===== src/design/tgd_pkg.sv =====
// shared constants and types for the trilateration solver
package tgd_pkg;
    localparam int FracBits  = 16;
    localparam int CoordW    = 28;
    localparam int RangeW    = 27;
    localparam int GainW     = 16;
    localparam int EpochW    = 8;
    localparam int RegIdxW   = 3;
    localparam int DataW     = 28;
    localparam int ThreshInt = ((1 << FracBits) + 500) / 1000;
    localparam int Thresh    = (ThreshInt < 1) ? 1 : ThreshInt;

    localparam logic [RegIdxW-1:0] REG_AAX   = 3'd0;
    localparam logic [RegIdxW-1:0] REG_AAY   = 3'd1;
    localparam logic [RegIdxW-1:0] REG_ABX   = 3'd2;
    localparam logic [RegIdxW-1:0] REG_ABY   = 3'd3;
    localparam logic [RegIdxW-1:0] REG_ACX   = 3'd4;
    localparam logic [RegIdxW-1:0] REG_ACY   = 3'd5;
    localparam logic [RegIdxW-1:0] REG_GAIN  = 3'd6;
    localparam logic [RegIdxW-1:0] REG_EPOCH = 3'd7;

    localparam logic signed [CoordW-1:0] CoordMax = {1'b0, {(CoordW-1){1'b1}}};
    localparam logic signed [CoordW-1:0] CoordMin = {1'b1, {(CoordW-1){1'b0}}};

    typedef logic signed [CoordW-1:0] t_coord;

    // saturate a wide signed value to the coordinate range
    function automatic t_coord sat_coord(input logic signed [63:0] v);
        t_coord r;
        if (v > 64'(signed'(CoordMax))) r = CoordMax;
        else if (v < 64'(signed'(CoordMin))) r = CoordMin;
        else r = v[CoordW-1:0];
        return r;
    endfunction
endpackage


===== src/design/tgd_div.sv =====
// iterative signed divider, quotient truncated toward zero
module tgd_div import tgd_pkg::*; (
    input  logic               i_clk,
    input  logic               i_rst_n,
    input  logic               i_start,
    input  logic signed [63:0] i_num,
    input  logic [31:0]        i_den,
    output logic               o_done,
    output logic signed [63:0] o_quo
);
    logic [63:0] r_q;
    logic [32:0] r_rem;
    logic [31:0] r_den;
    logic        r_neg;
    logic [6:0]  r_cnt;
    logic        r_busy;
    logic [32:0] w_sh;
    logic [63:0] w_qs;

    assign w_sh  = {r_rem[31:0], r_q[63]};
    assign w_qs  = r_q << 1;
    assign o_quo = r_neg ? -$signed(r_q) : $signed(r_q);

    always_ff @(posedge i_clk) begin
        if (!i_rst_n) begin
            r_busy <= 1'b0;
            o_done <= 1'b0;
        end else begin
            o_done <= 1'b0;
            if (i_start) begin
                r_busy <= 1'b1;
                r_neg  <= i_num[63];
                r_q    <= i_num[63] ? 64'(-i_num) : 64'(i_num);
                r_rem  <= '0;
                r_den  <= i_den;
                r_cnt  <= '0;
            end else if (r_busy) begin
                if (w_sh >= {1'b0, r_den}) begin
                    r_rem <= w_sh - {1'b0, r_den};
                    r_q   <= w_qs | 64'd1;
                end else begin
                    r_rem <= w_sh;
                    r_q   <= w_qs;
                end
                r_cnt <= r_cnt + 7'd1;
                if (r_cnt == 7'd63) begin
                    r_busy <= 1'b0;
                    o_done <= 1'b1;
                end
            end
        end
    end
endmodule


===== config.mk =====
export PLATFORM = sky130hd
export DESIGN_NAME = tgd_div
export DESIGN_NICKNAME = d
export VERILOG_FILES = /design/src/design/tgd_pkg.sv /design/src/design/tgd_div.sv
export SDC_FILE = /design/constraint.sdc
export NUM_CORES = 1
export LEC_CHECK = 0
export BUFFER_PORTS_ARGS = -buffer_cell sky130_fd_sc_hd__clkbuf_2
export CAP_MARGIN = 20
export CORE_ASPECT_RATIO = 1.1
export CORE_MARGIN = 2
export CORE_UTILIZATION = 56
export DETAILED_ROUTE_END_ITERATION = 10
export PLACE_DENSITY = 0.84
export SYNTH_ARGS = -nofsm -noshare
export SYNTH_HDL_FRONTEND = slang
export SYNTH_SLANG_ARGS = --single-unit

===== constraint.sdc =====
create_clock -name i_clk -period 5.5 [get_ports i_clk]
set_clock_uncertainty 0.05 [all_clocks]
set_input_delay 0.825 -clock i_clk [delete_from_list [all_inputs] [get_ports i_clk]]
set_output_delay 0.825 -clock i_clk [all_outputs]
set_load 0.005 [all_outputs]

==> run metrics <==
CP Class reg -> out; Num CTS Buffers 17; die area 18910 um^2; vias 8722; R2R depth 10; Post-synth EDFFs 136; Post-Syn Instances 1088; Multi-input gate area 5473 um^2; Reg-to-Reg Start r_rem[2]; Yosys reg bits 138; register area 4124 um^2; most frequent cell after synthesis edfxtp_1; setup repair after global routing missed its margin no; top achievable clock speed 192.2 MHz; Setup Buffers After CTS 0; Mean Syn Cell Area 9.174 um^2; clk buf depth 2; Final setup viols 0; layout cell share with drive strength beyond 1 18.25%; crit-path most repeated cell nand2_1; final WL 25060 um; largest net degree at the start of global routing 88; post-synth top area cell edfxtp_1; Starting Density 56.67%; status finished clean; VDD IR max 0.0002523 V; sequential share of the synthesized area 41.32%; Hold Path Stages 2; worst hold path type reg -> reg; Placeable Area 17610 um^2; area delta synth->final 15.91%; clk slew on worst S/H paths 0.06 ns; vias in the first global route 8360; DP HPWL 18480 um; syn nets 1223; global-route usage over all layers 26.72%; H-tree levels 4; # rows 51; hold wc startpoint r_busy; critical path peak fanout 4; Leak 4.499 nW; Data arrival, critical path 4.33 ns; asr flop ratio synth 0%; Clock Latency Late Sink 0.43 ns; CP max stage delay 0.69 ns; Power, Total 3.391 mW; Final Max Slew Viols 0; first-pass GRT wire length 40250 um; Buffers on Ports 163; Crit path max-delay family simple AND/OR/NAND/NOR gates; Gates resized, CTS repair 0; main area contributors after synthesis edfxtp_1 41%, xnor2_1 7.2%, xor2_1 6.2%; Setup crit start kind flip-flop; Final Critical Period 5.203 ns; DR pass1 iterations 6; Cell Area, Synth 9981 um^2; setup TNS 0 ns; CP Buf/Inv Count 1; Unique masters post-synth 62; CTS Hold Bufs 0; slowest cell on the critical path or4_2; DRT iter0 DRCs 719; Inserted Diodes 0; relative slew slack 43.93%; CP Cell Sequence or4_4, or4_2, or2_2, o41ai_1, nand2_1, a21oi_1, nand2_1, xnor2_1, clkbuf_2; pwr dens 293.1 nW/um^2; GPL Wtd Cong 0.9374; DR vias/cell 5.929; Crit. End Element output pin; number of remaining DRC errors 0; clk root buf clkbuf_16; crit path from r_q[5]; top cell type's share of synthesized area 40.92%; final hold vios 0; CP Depth 9; clk sinks 138; die height 144.0 um; Final ANT Viol Nets 0; max cap viols 0; initial antenna violation count 0; Top FF cell, synth edfxtp_1; I/O pin cnt 164; Least-Margin Pin Slew 0.8410 ns; Overflow after GRT 0; Fillers 1487; Post-synth top cells 136 x edfxtp_1, 131 x nor2_1, 107 x a21oi_1; NumNets Final 1355; CTS tree built; Synth warnings 0; Worst EP required 4.62 ns; fin crit share 94.60%; DR WL/cell 17.04 um; Die Width 131.3 um
==> path summary, 6_finish.rpt <==
path,slack [ns],end
max,0.30,o_quo[63]
min,0.41,o_done
max reg2reg,1.53,r_rem[16]
min reg2reg,0.41,o_done
==> cell families (layout without fill, tap and decap cells) <==
logic type / Yosys count / in the layout / synth area share (%)
and+or+nand+nor: 356 / 356 / 17.36
AOI/OAI and AO/OA: 282 / 282 / 17.41
xor gates and xnor gates: 153 / 153 / 13.43
DFF: 138 / 138 / 41.32
buffers and inverters: 105 / 250 / 4.074
adders and majority gates: 36 / 36 / 4.588
muxes: 18 / 18 / 1.818
==> state kept, by name, indices dropped and copies added (netlist names) <==
signal  flops
r_den      32
r_cnt       7
r_rem      32
o_done      1
r_q        64
r_busy      1
r_neg       1
==> through the flow <==
stage	instance area, um^2	worst slack (ns)	hold slack, ns	util (%)	std cells
final	11570	0.2967	0.4100	65.69	1471
after global routing	11570	0.1997	0.4167	65.69	1471
after CTS	11510	0.3343	0.4139	65.37	1469
after detailed placement	10930	0.8449	0.3976	62.06	1437
after global placement	10930	0.8881	0.3925	62.06	1437
after floorplan	9981	1.150	0.3645	-	1088
==> layout by cell type, fill, tap and decap left out, drive strengths merged, types with 3 or more instances in the layout <==
cell | netlist | routed
clkbuf | 49 | 179
edfxtp | 136 | 136
a211oi | 7 | 7
o31ai | 35 | 35
buf | 8 | 8
o41ai | 21 | 21
nand2 | 85 | 85
or3 | 31 | 31
or4 | 24 | 24
or2 | 8 | 8
nor3b | 3 | 3
bufinv | 0 | 3
o21ai | 64 | 64
a31o | 4 | 4
nand2b | 8 | 8
xnor2 | 82 | 82
o221ai | 3 | 3
nor2 | 131 | 131
ha | 35 | 35
mux2i | 17 | 17
nor2b | 7 | 7
xor2 | 71 | 71
nor4 | 8 | 8
nor3 | 20 | 20
nand4 | 10 | 10
inv | 48 | 48
a31oi | 8 | 8
clkinv | 0 | 10
o21a | 5 | 5
a21o | 11 | 11
and3 | 5 | 5
a21oi | 107 | 107
nand3 | 10 | 10
a21boi | 3 | 3
==> worst register-to-register path, delay by kind of cell (launching register included) <==
family          cells  cell delay, ns
buf+inv             1            0.42
mux                 1            0.27
compound gates      4            1.81
flops               1            0.40
fa+ha+maj           1            0.39
simple gates        3            0.38
==> report_power, final <==
part           internal, mW  total [mW]  switching, mW
clock network         0.702        1.14          0.441
registers              1.27        1.34         0.0687
logic                 0.383       0.904          0.521
total                  2.36        3.39           1.03
==> layout make-up <==
class / count / share of cell area [%]
well taps: 238 / 2.574
inverters: 48 / 1.557
multi-input cells: 845 / 47.31
clock buffers: 17 / 3.677
repair buffers: 170 / 7.874
flip-flops and latches: 138 / 35.65
clock inverters: 15 / 1.363
==> routing by layer <==
metal	share of wire, %	up-vias	global-route usage (%)
met5	0	-	0
met4	3.0	0	10.70
met3	7.1	56	5.924
met2	50	339	47.29
met1	40	4095	31.97
li1	-	4232	-
Power figures use the tool's default switching activity.
