$ cat src/design/tgd_pkg.sv
// shared constants and types for the trilateration solver
package tgd_pkg;
    localparam int FracBits  = 16;
    localparam int CoordW    = 28;
    localparam int RangeW    = 27;
    localparam int GainW     = 16;
    localparam int EpochW    = 8;
    localparam int RegIdxW   = 3;
    localparam int DataW     = 28;
    localparam int ThreshInt = ((1 << FracBits) + 500) / 1000;
    localparam int Thresh    = (ThreshInt < 1) ? 1 : ThreshInt;

    localparam logic [RegIdxW-1:0] REG_AAX   = 3'd0;
    localparam logic [RegIdxW-1:0] REG_AAY   = 3'd1;
    localparam logic [RegIdxW-1:0] REG_ABX   = 3'd2;
    localparam logic [RegIdxW-1:0] REG_ABY   = 3'd3;
    localparam logic [RegIdxW-1:0] REG_ACX   = 3'd4;
    localparam logic [RegIdxW-1:0] REG_ACY   = 3'd5;
    localparam logic [RegIdxW-1:0] REG_GAIN  = 3'd6;
    localparam logic [RegIdxW-1:0] REG_EPOCH = 3'd7;

    localparam logic signed [CoordW-1:0] CoordMax = {1'b0, {(CoordW-1){1'b1}}};
    localparam logic signed [CoordW-1:0] CoordMin = {1'b1, {(CoordW-1){1'b0}}};

    typedef logic signed [CoordW-1:0] t_coord;

    // saturate a wide signed value to the coordinate range
    function automatic t_coord sat_coord(input logic signed [63:0] v);
        t_coord r;
        if (v > 64'(signed'(CoordMax))) r = CoordMax;
        else if (v < 64'(signed'(CoordMin))) r = CoordMin;
        else r = v[CoordW-1:0];
        return r;
    endfunction
endpackage

$ cat src/design/tgd_sqrt.sv
// iterative 64-bit floor square root, one result bit per cycle
module tgd_sqrt import tgd_pkg::*; (
    input  logic        i_clk,
    input  logic        i_rst_n,
    input  logic        i_start,
    input  logic [63:0] i_rad,
    output logic        o_done,
    output logic [31:0] o_root
);
    logic [63:0] r_rem;
    logic [63:0] r_root;
    logic [63:0] r_bit;
    logic        r_busy;
    logic [63:0] w_trial;

    assign w_trial = r_root + r_bit;
    assign o_root  = r_root[31:0];

    always_ff @(posedge i_clk) begin
        if (!i_rst_n) begin
            r_busy <= 1'b0;
            o_done <= 1'b0;
        end else begin
            o_done <= 1'b0;
            if (i_start) begin
                r_busy <= 1'b1;
                r_rem  <= i_rad;
                r_root <= '0;
                r_bit  <= 64'd1 << 62;
            end else if (r_busy) begin
                if (r_rem >= w_trial) begin
                    r_rem  <= r_rem - w_trial;
                    r_root <= (r_root >> 1) + r_bit;
                end else begin
                    r_root <= r_root >> 1;
                end
                r_bit <= r_bit >> 2;
                if (r_bit[0]) begin
                    r_busy <= 1'b0;
                    o_done <= 1'b1;
                end
            end
        end
    end
endmodule

$ cat config.mk
export PLATFORM = sky130hd
export DESIGN_NAME = tgd_sqrt
export DESIGN_NICKNAME = d
export VERILOG_FILES = /design/src/design/tgd_pkg.sv /design/src/design/tgd_sqrt.sv
export SDC_FILE = /design/constraint.sdc
export NUM_CORES = 1
export LEC_CHECK = 0
export BUFFER_PORTS_ARGS = -buffer_cell sky130_fd_sc_hd__buf_2
export CORE_MARGIN = 8
export CORE_UTILIZATION = 60
export CTS_CLUSTER_SIZE = 28
export DETAILED_ROUTE_END_ITERATION = 10
export PLACE_DENSITY = 0.79
export SYNTH_ARGS = -nofsm -noshare
export SYNTH_HDL_FRONTEND = slang
export SYNTH_SLANG_ARGS = --single-unit
$ cat constraint.sdc
create_clock -name i_clk -period 11.65 [get_ports i_clk]
set_clock_uncertainty 0.15 [all_clocks]
set_input_delay 1.165 -clock i_clk [delete_from_list [all_inputs] [get_ports i_clk]]
set_output_delay 1.165 -clock i_clk [all_outputs]
set_load 0.005 [all_outputs]
==> metrics.cfg, run 1 <==
[run_status]
outcome=finished, final reports clean

[clocking]
cts_tree=built
ctsHoldBuffers=0
path_clk_slew_ns=0.08
clock-sinks=162
htreeDepth=4
clock_path_buffers=2
numCtsBuffers=17
cts_root_buffer=clkbuf_16
cts_resized=0
postCtsSetupBuffers=0
clock_latency_ns=0.44

[synthesis]
muxShareOfSynthArea_pct=0.345
syn-instance-count=1887
yosys_warnings=0
synth_xor_area_share_pct=8.72
async_flop_share_pct=0
yosys.area_share.simple_pct=19.6
yosysMostFrequentCell=nand2_1
syn_area_mm2=0.0160
yosysTopAreaCellShare_pct=30.1
synth_top_family_by_area=compound AO/OA/AOI/OAI gates
synth-edff-count=160
synth_area_leaders=edfxtp_1 (30%), ha_1 (10%), xor2_1 (4.9%), o21ai_0 (4.9%), nand2_1 (4.8%)
ys_ff_latch=162
yosysTopAreaCell=edfxtp_1
synth_common_cells=nand2_1 (206), nor2_1 (168), edfxtp_1 (160)
seq_area_frac_synth_pct=30.4
synth_cell_type_count=82
synth_nets=2085
synth_ff_type=edfxtp_1
post_synth.cell_area_avg_um2=8.46
synthAdderAreaFrac_pct=10.3
synth-compound-area-share_pct=26.0

[pwr]
p_sw_share_pct=41.7
powerDensity_mw_per_mm2=152
ir_drop_uv=92.7
p_comb_share_pct=46.3
p_switching_mw=1.07
p_total_mw=2.58
leakage_nw=6.48
internal-power_mw=1.50
p_seq_share_pct=31.3
pwr-share-clk_pct=22.3

[floorplanning]
initial_core_util_pct=61.3
die_x_um=179
core_mm2=0.0261
dieHeight_um=179
pin_count=100
row_count=59
dieArea_mm2=0.0321

[worst_hold_path]
hold_path.class=register to register

[sta]
clock.fmax_mhz=142
layout_setup_ws_ns=4.61
holdWs_ns=0.356
hold_viol_final=0
fin_crit_sh_pct=60.4
rsz0062_at_grt=no
min_period_ns=7.04
finalSetupViolCount=0
finalSetupTns_ns=0
worstMarginPinSlew_ns=0.920
slew_violations=0
slew_headroom_pct=38.6

[detailed_routing]
drc=0
first_iter_violations=1366
drtPass1Iterations=6
vias_per_cell=6.59
postRouteAntennaNets=0
wl_per_cell_um=20.5
totalWireLength_um=46000
via_count=14800

[global_routing]
grt_pass1_wl_um=72100
antenna_found_initial=0
grt_pass1_vias=13900
grt_max_degree=82
grt-ovfl-total=0
grt.total_usage_pct=28.0

[worst_setup_path]
worstPathCellList=ha_1 -> nand4_1 -> o31ai_1 -> nor4b_1 -> or3_1 -> o31a_1 -> o2111ai_2 -> a21oi_1 -> nor2_1 -> xor2_1 -> ha_1 -> nand2_1 -> nor3_1 -> nand4_1 -> a2111oi_4 -> buf_4 -> nor2_2 -> buf_4 -> a21boi_4 -> buf_4
slowest_stage=buf_4
crit_buf_inv=3
path_delay_family=simple AND/OR/NAND/NOR gates
cp.required_ns=11.55
cp_max_fo=64
critical_path_arrival_ns=6.95
cpPeakStageDelay_ns=0.71
worst_setup_path_end_kind=register
crit_type=register to register
path_common_cell=buf_4
start_kind=register

[placement]
hpwl_um=34900
pre_cts_ws_ns=4.74
dpl_cell_area_mm2=0.0164
post-place-cells=2215
gp_congestion=0.971
numPortBuffers=99

[finish]
insertedDiodeCount=0
num-nets-final=2097
layout.cells.non_filler=2247
drive_gt1_share_pct=10.0
finish.utilization_pct=65.0
area.growth.synth_to_final_pct=6.16
fill_cells=2270
finalInstanceArea_mm2=0.0169

[flow_run]
drv_cap=0

## cells by family (layout without fill, tap and decap cells)
family,Yosys count,in the layout
muxes,5,5
xor gates and xnor gates,159,159
and+or+nand+nor,658,658
buffers and inverters,155,180
DFF,162,162
adders and majority gates,131,131
AOI/OAI and AO/OA,617,617
## layer usage
layer  track usage, %  vias up  wire length [µm]
met2             49.1      625             22500
met5                0        -                 0
met1             34.0     7000             18600
met4             12.3        0              1990
met3             3.60      118              2930
li1                 -     7061                 -
## cell type report
type | instances | area (µm²) | share of cell area (%)
multi-input cells | 1570 | 10400 | 61.3
inverters | 40 | 150 | 0.886
well taps | 335 | 419 | 2.47
clock buffers | 18 | 429 | 2.53
repair buffers | 108 | 569 | 3.36
flip-flops and latches | 162 | 4840 | 28.6
clock inverters | 14 | 145 | 0.857
## placed cells by master, fill, tap and decap left out, types with 9 or more instances in the layout
cell       instances
and4_1             9
o21bai_1          48
ha_1             130
o21a_1            23
and2_1            17
buf_4              9
xnor2_1           69
nand4_1           48
and3_1            14
nand3_1           39
clkbuf_16         17
or3_1             18
a21oi_1          118
xor2_1            90
a21o_1            45
a31oi_1           59
a211oi_2          19
nor3_1            42
nand2b_1          15
o21ai_0          156
nand2_1          206
nor2_1           168
nor4_1            10
o211ai_1          12
edfxtp_1         160
a211oi_1          22
buf_2             98
a31o_2            10
inv_1             39
o31ai_1           11
nor2b_1           49
## state kept, by name, summed over array words and instances (netlist names)
register / count
o_done: 1
r_bit: 32
r_busy: 1
r_rem: 64
r_root: 64
## worst register-to-register path, delay by kind of cell (launching register included)
kind                     cells  cell delay (ns)
AND/OR/NAND/NOR              8             1.86
flip-flops                   1             0.51
XOR/XNOR                     1             0.20
AO/OA/AOI/OAI                6             1.76
buffers and inverters        3             1.32
adder cells (fa/ha/maj)      2             0.82
## power groups by stage
stage | Sequential [mW] | Clock (mW) | Combinational (mW)
finish | 0.807 | 0.575 | 1.19
global placement | 0.816 | 0 | 1.15
global route | 0.813 | 0.600 | 1.31
CTS | 0.806 | 0.580 | 1.18
floorplan | 0.790 | 0 | 0.932
detailed placement | 0.818 | 0 | 1.17
## final timing paths
check        startpoint       end  slack (ns)  depth (start not counted)
min reg2reg      r_busy    o_done        0.36                          1
max           r_root[8]  r_rem[4]        4.61                         20
min              r_busy    o_done        0.36                          1
max reg2reg   r_root[8]  r_rem[4]        4.61                         20
Note: power is estimated with default switching activity, not from simulation.
==> run 2, diff against run 1 <==
--- a/config.mk
+++ b/config.mk
@@ -7,7 +7,7 @@
 export LEC_CHECK = 0
 export BUFFER_PORTS_ARGS = -buffer_cell sky130_fd_sc_hd__buf_2
 export CORE_MARGIN = 8
-export CORE_UTILIZATION = 60
+export CORE_UTILIZATION = 57
 export CTS_CLUSTER_SIZE = 28
 export DETAILED_ROUTE_END_ITERATION = 10
 export PLACE_DENSITY = 0.79
==> constraint.sdc (replaced) <==
create_clock -name i_clk -period 6.3 [get_ports i_clk]
set_clock_uncertainty 0.15 [all_clocks]
set_input_delay 0.63 -clock i_clk [delete_from_list [all_inputs] [get_ports i_clk]]
set_output_delay 0.63 -clock i_clk [all_outputs]
set_load 0.005 [all_outputs]
==> metrics.cfg, run 2 (synthesis results as in run 1) <==
[detailed_routing]
drc=0
first_iter_violations=1296
vias_per_cell=6.42
postRouteAntennaNets=0
via_count=14900
wl_per_cell_um=19.8
drtPass1Iterations=5
totalWireLength_um=45900

[worst_setup_path]
cpPeakStageDelay_ns=0.45
crit_type=register to register
cp.required_ns=6.42
slowest_stage=a221o_2
start_kind=register
cp_max_fo=54
path_common_cell=ha_2
worst_setup_path_end_kind=register
critical_path_arrival_ns=6.19
worstPathCellList=ha_2 -> ha_2 -> a211oi_4 -> o31ai_4 -> nor4b_2 -> or3_1 -> o31a_1 -> o2111ai_4 -> a21oi_2 -> nor2_2 -> xor2_1 -> ha_1 -> nand2_2 -> o21ai_1 -> a21oi_1 -> o21ai_0 -> a221o_1 -> a221o_2 -> or2_2 -> buf_12 -> o2111a_1 -> a211oi_1
crit_buf_inv=1
path_delay_family=compound AO/OA/AOI/OAI gates

[pwr]
p_sw_share_pct=42.3
powerDensity_mw_per_mm2=278
leakage_nw=6.69
p_comb_share_pct=47.4
ir_drop_uv=181
p_seq_share_pct=30.3
internal-power_mw=2.81
p_switching_mw=2.05
pwr-share-clk_pct=22.3

[clocking]
cts_tree=built
path_clk_slew_ns=0.08
clock_latency_ns=0.46
clock_path_buffers=2
cts_root_buffer=clkbuf_16
ctsHoldBuffers=0
numCtsBuffers=17
htreeDepth=4
clock-sinks=162

[global_routing]
grt_max_degree=117
grt_busiest_layer=met2
grt_pass1_vias=14400
grt_pass1_wl_um=73000
use_met1_pct=31.7
grtUsageMet2_pct=46.1
grt_util_met3_pct=4.17
grt-ovfl-total=0
antenna_found_initial=0
grt.total_usage_pct=26.8

[finish]
insertedDiodeCount=0
layout.cells.non_filler=2322
num-nets-final=2129
mostFrequentLayoutCells=nand2_1 (203), nor2_1 (166), edfxtp_1 (160)
drive_gt1_share_pct=13.0
area.growth.synth_to_final_pct=9.46
final_common_cell=nand2_1
finalInstanceArea_mm2=0.0175
reg_top3=r_rem: 64 flops, r_root: 64 flops, r_bit: 32 flops

[sta]
rsz0062_at_grt=no
min_period_ns=6.06
hold_viol_final=0
worstMarginPinSlew_ns=0.992
fin_crit_sh_pct=96.3
finalSetupViolCount=0
clock.fmax_mhz=165
slew_violations=0
layout_setup_ws_ns=0.235
slew_headroom_pct=33.9

[run_status]
outcome=finished, final reports clean

[placement]
numPortBuffers=99
dpl_cell_area_mm2=0.0168
gp_congestion=0.971
hpwl_um=35000
pre_cts_ws_ns=0.168
post-place-cells=2285

[worst_hold_path]
hold_path.class=primary input to register

[floorplanning]
dieHeight_um=183
dieArea_mm2=0.0336
initial_core_util_pct=57.6
die_x_um=183
pin_count=100
row_count=61
core_mm2=0.0277

[flow_run]
drv_cap=0

run 2: cell count changes in the layout (fill, tap and decap cells not counted), sizes merged:
cell / delta
bufinv: -1
inv: +2
buf: +32
clkbuf: -1
run 2: final timing paths:
check / to / slack, ns / depth (start not counted) / from
worst max-delay path: r_root[60] / 0.24 / 22 / r_bit[0]
worst min register to register: o_done / 0.35 / 1 / r_busy
worst max register to register: r_root[60] / 0.24 / 22 / r_bit[0]
worst min-delay path: r_rem[16] / 0.30 / 3 / i_rad[16]
run 2: worst min-delay path, delay by kind of cell:
| kind | cells | cell delay (ns) |
|---|---|---|
| buffers and inverters | 1 | 0.07 |
| AOI/OAI and AO/OA | 1 | 0.05 |
| and+or+nand+nor | 1 | 0.04 |
run 2: power groups by stage:
stage	clock network, mW	registers [mW]	logic, mW
finish	1.08	1.47	2.30
global route	1.12	1.48	2.53
CTS	1.08	1.47	2.25
detailed placement	0	1.49	2.24
global placement	0	1.49	2.19
floorplan	0	1.46	1.75
run 2: what timing repair did:
action | CTS | global route
endpoints found under the hold margin | 0 | 0
resized for setup | 0 | 15
buffers inserted | 0 | 5
setup endpoints to repair | 0 | 129
run 2: routing by layer:
metal	vias up	routed length (µm)
met4	0	2340
met1	7057	18600
met2	572	22200
met3	147	2800
li1	7134	-
met5	-	0
run 2: cell type report:
cell class	count	area [µm²]
multi-input cells	1570	10600
repair buffers	140	847
flip-flops and latches	162	4840
clock inverters	15	161
inverters	40	150
fillers	2350	10200
clock buffers	17	425
well taps	378	473
run 2: per-stage QoR:
step / hold slack [ns] / utilization, % / total power [mW] / TNS [ns]
final: 0.295 / 63.1 / 4.86 / 0
after global routing: 0.300 / 63.1 / 5.13 / 0
after CTS: 0.292 / 62.6 / 4.80 / 0
after detailed placement: 0.347 / 60.5 / 3.73 / 0
after global placement: 0.334 / 60.5 / 3.69 / 0
after floorplan: 0.304 / - / 3.21 / -210.00
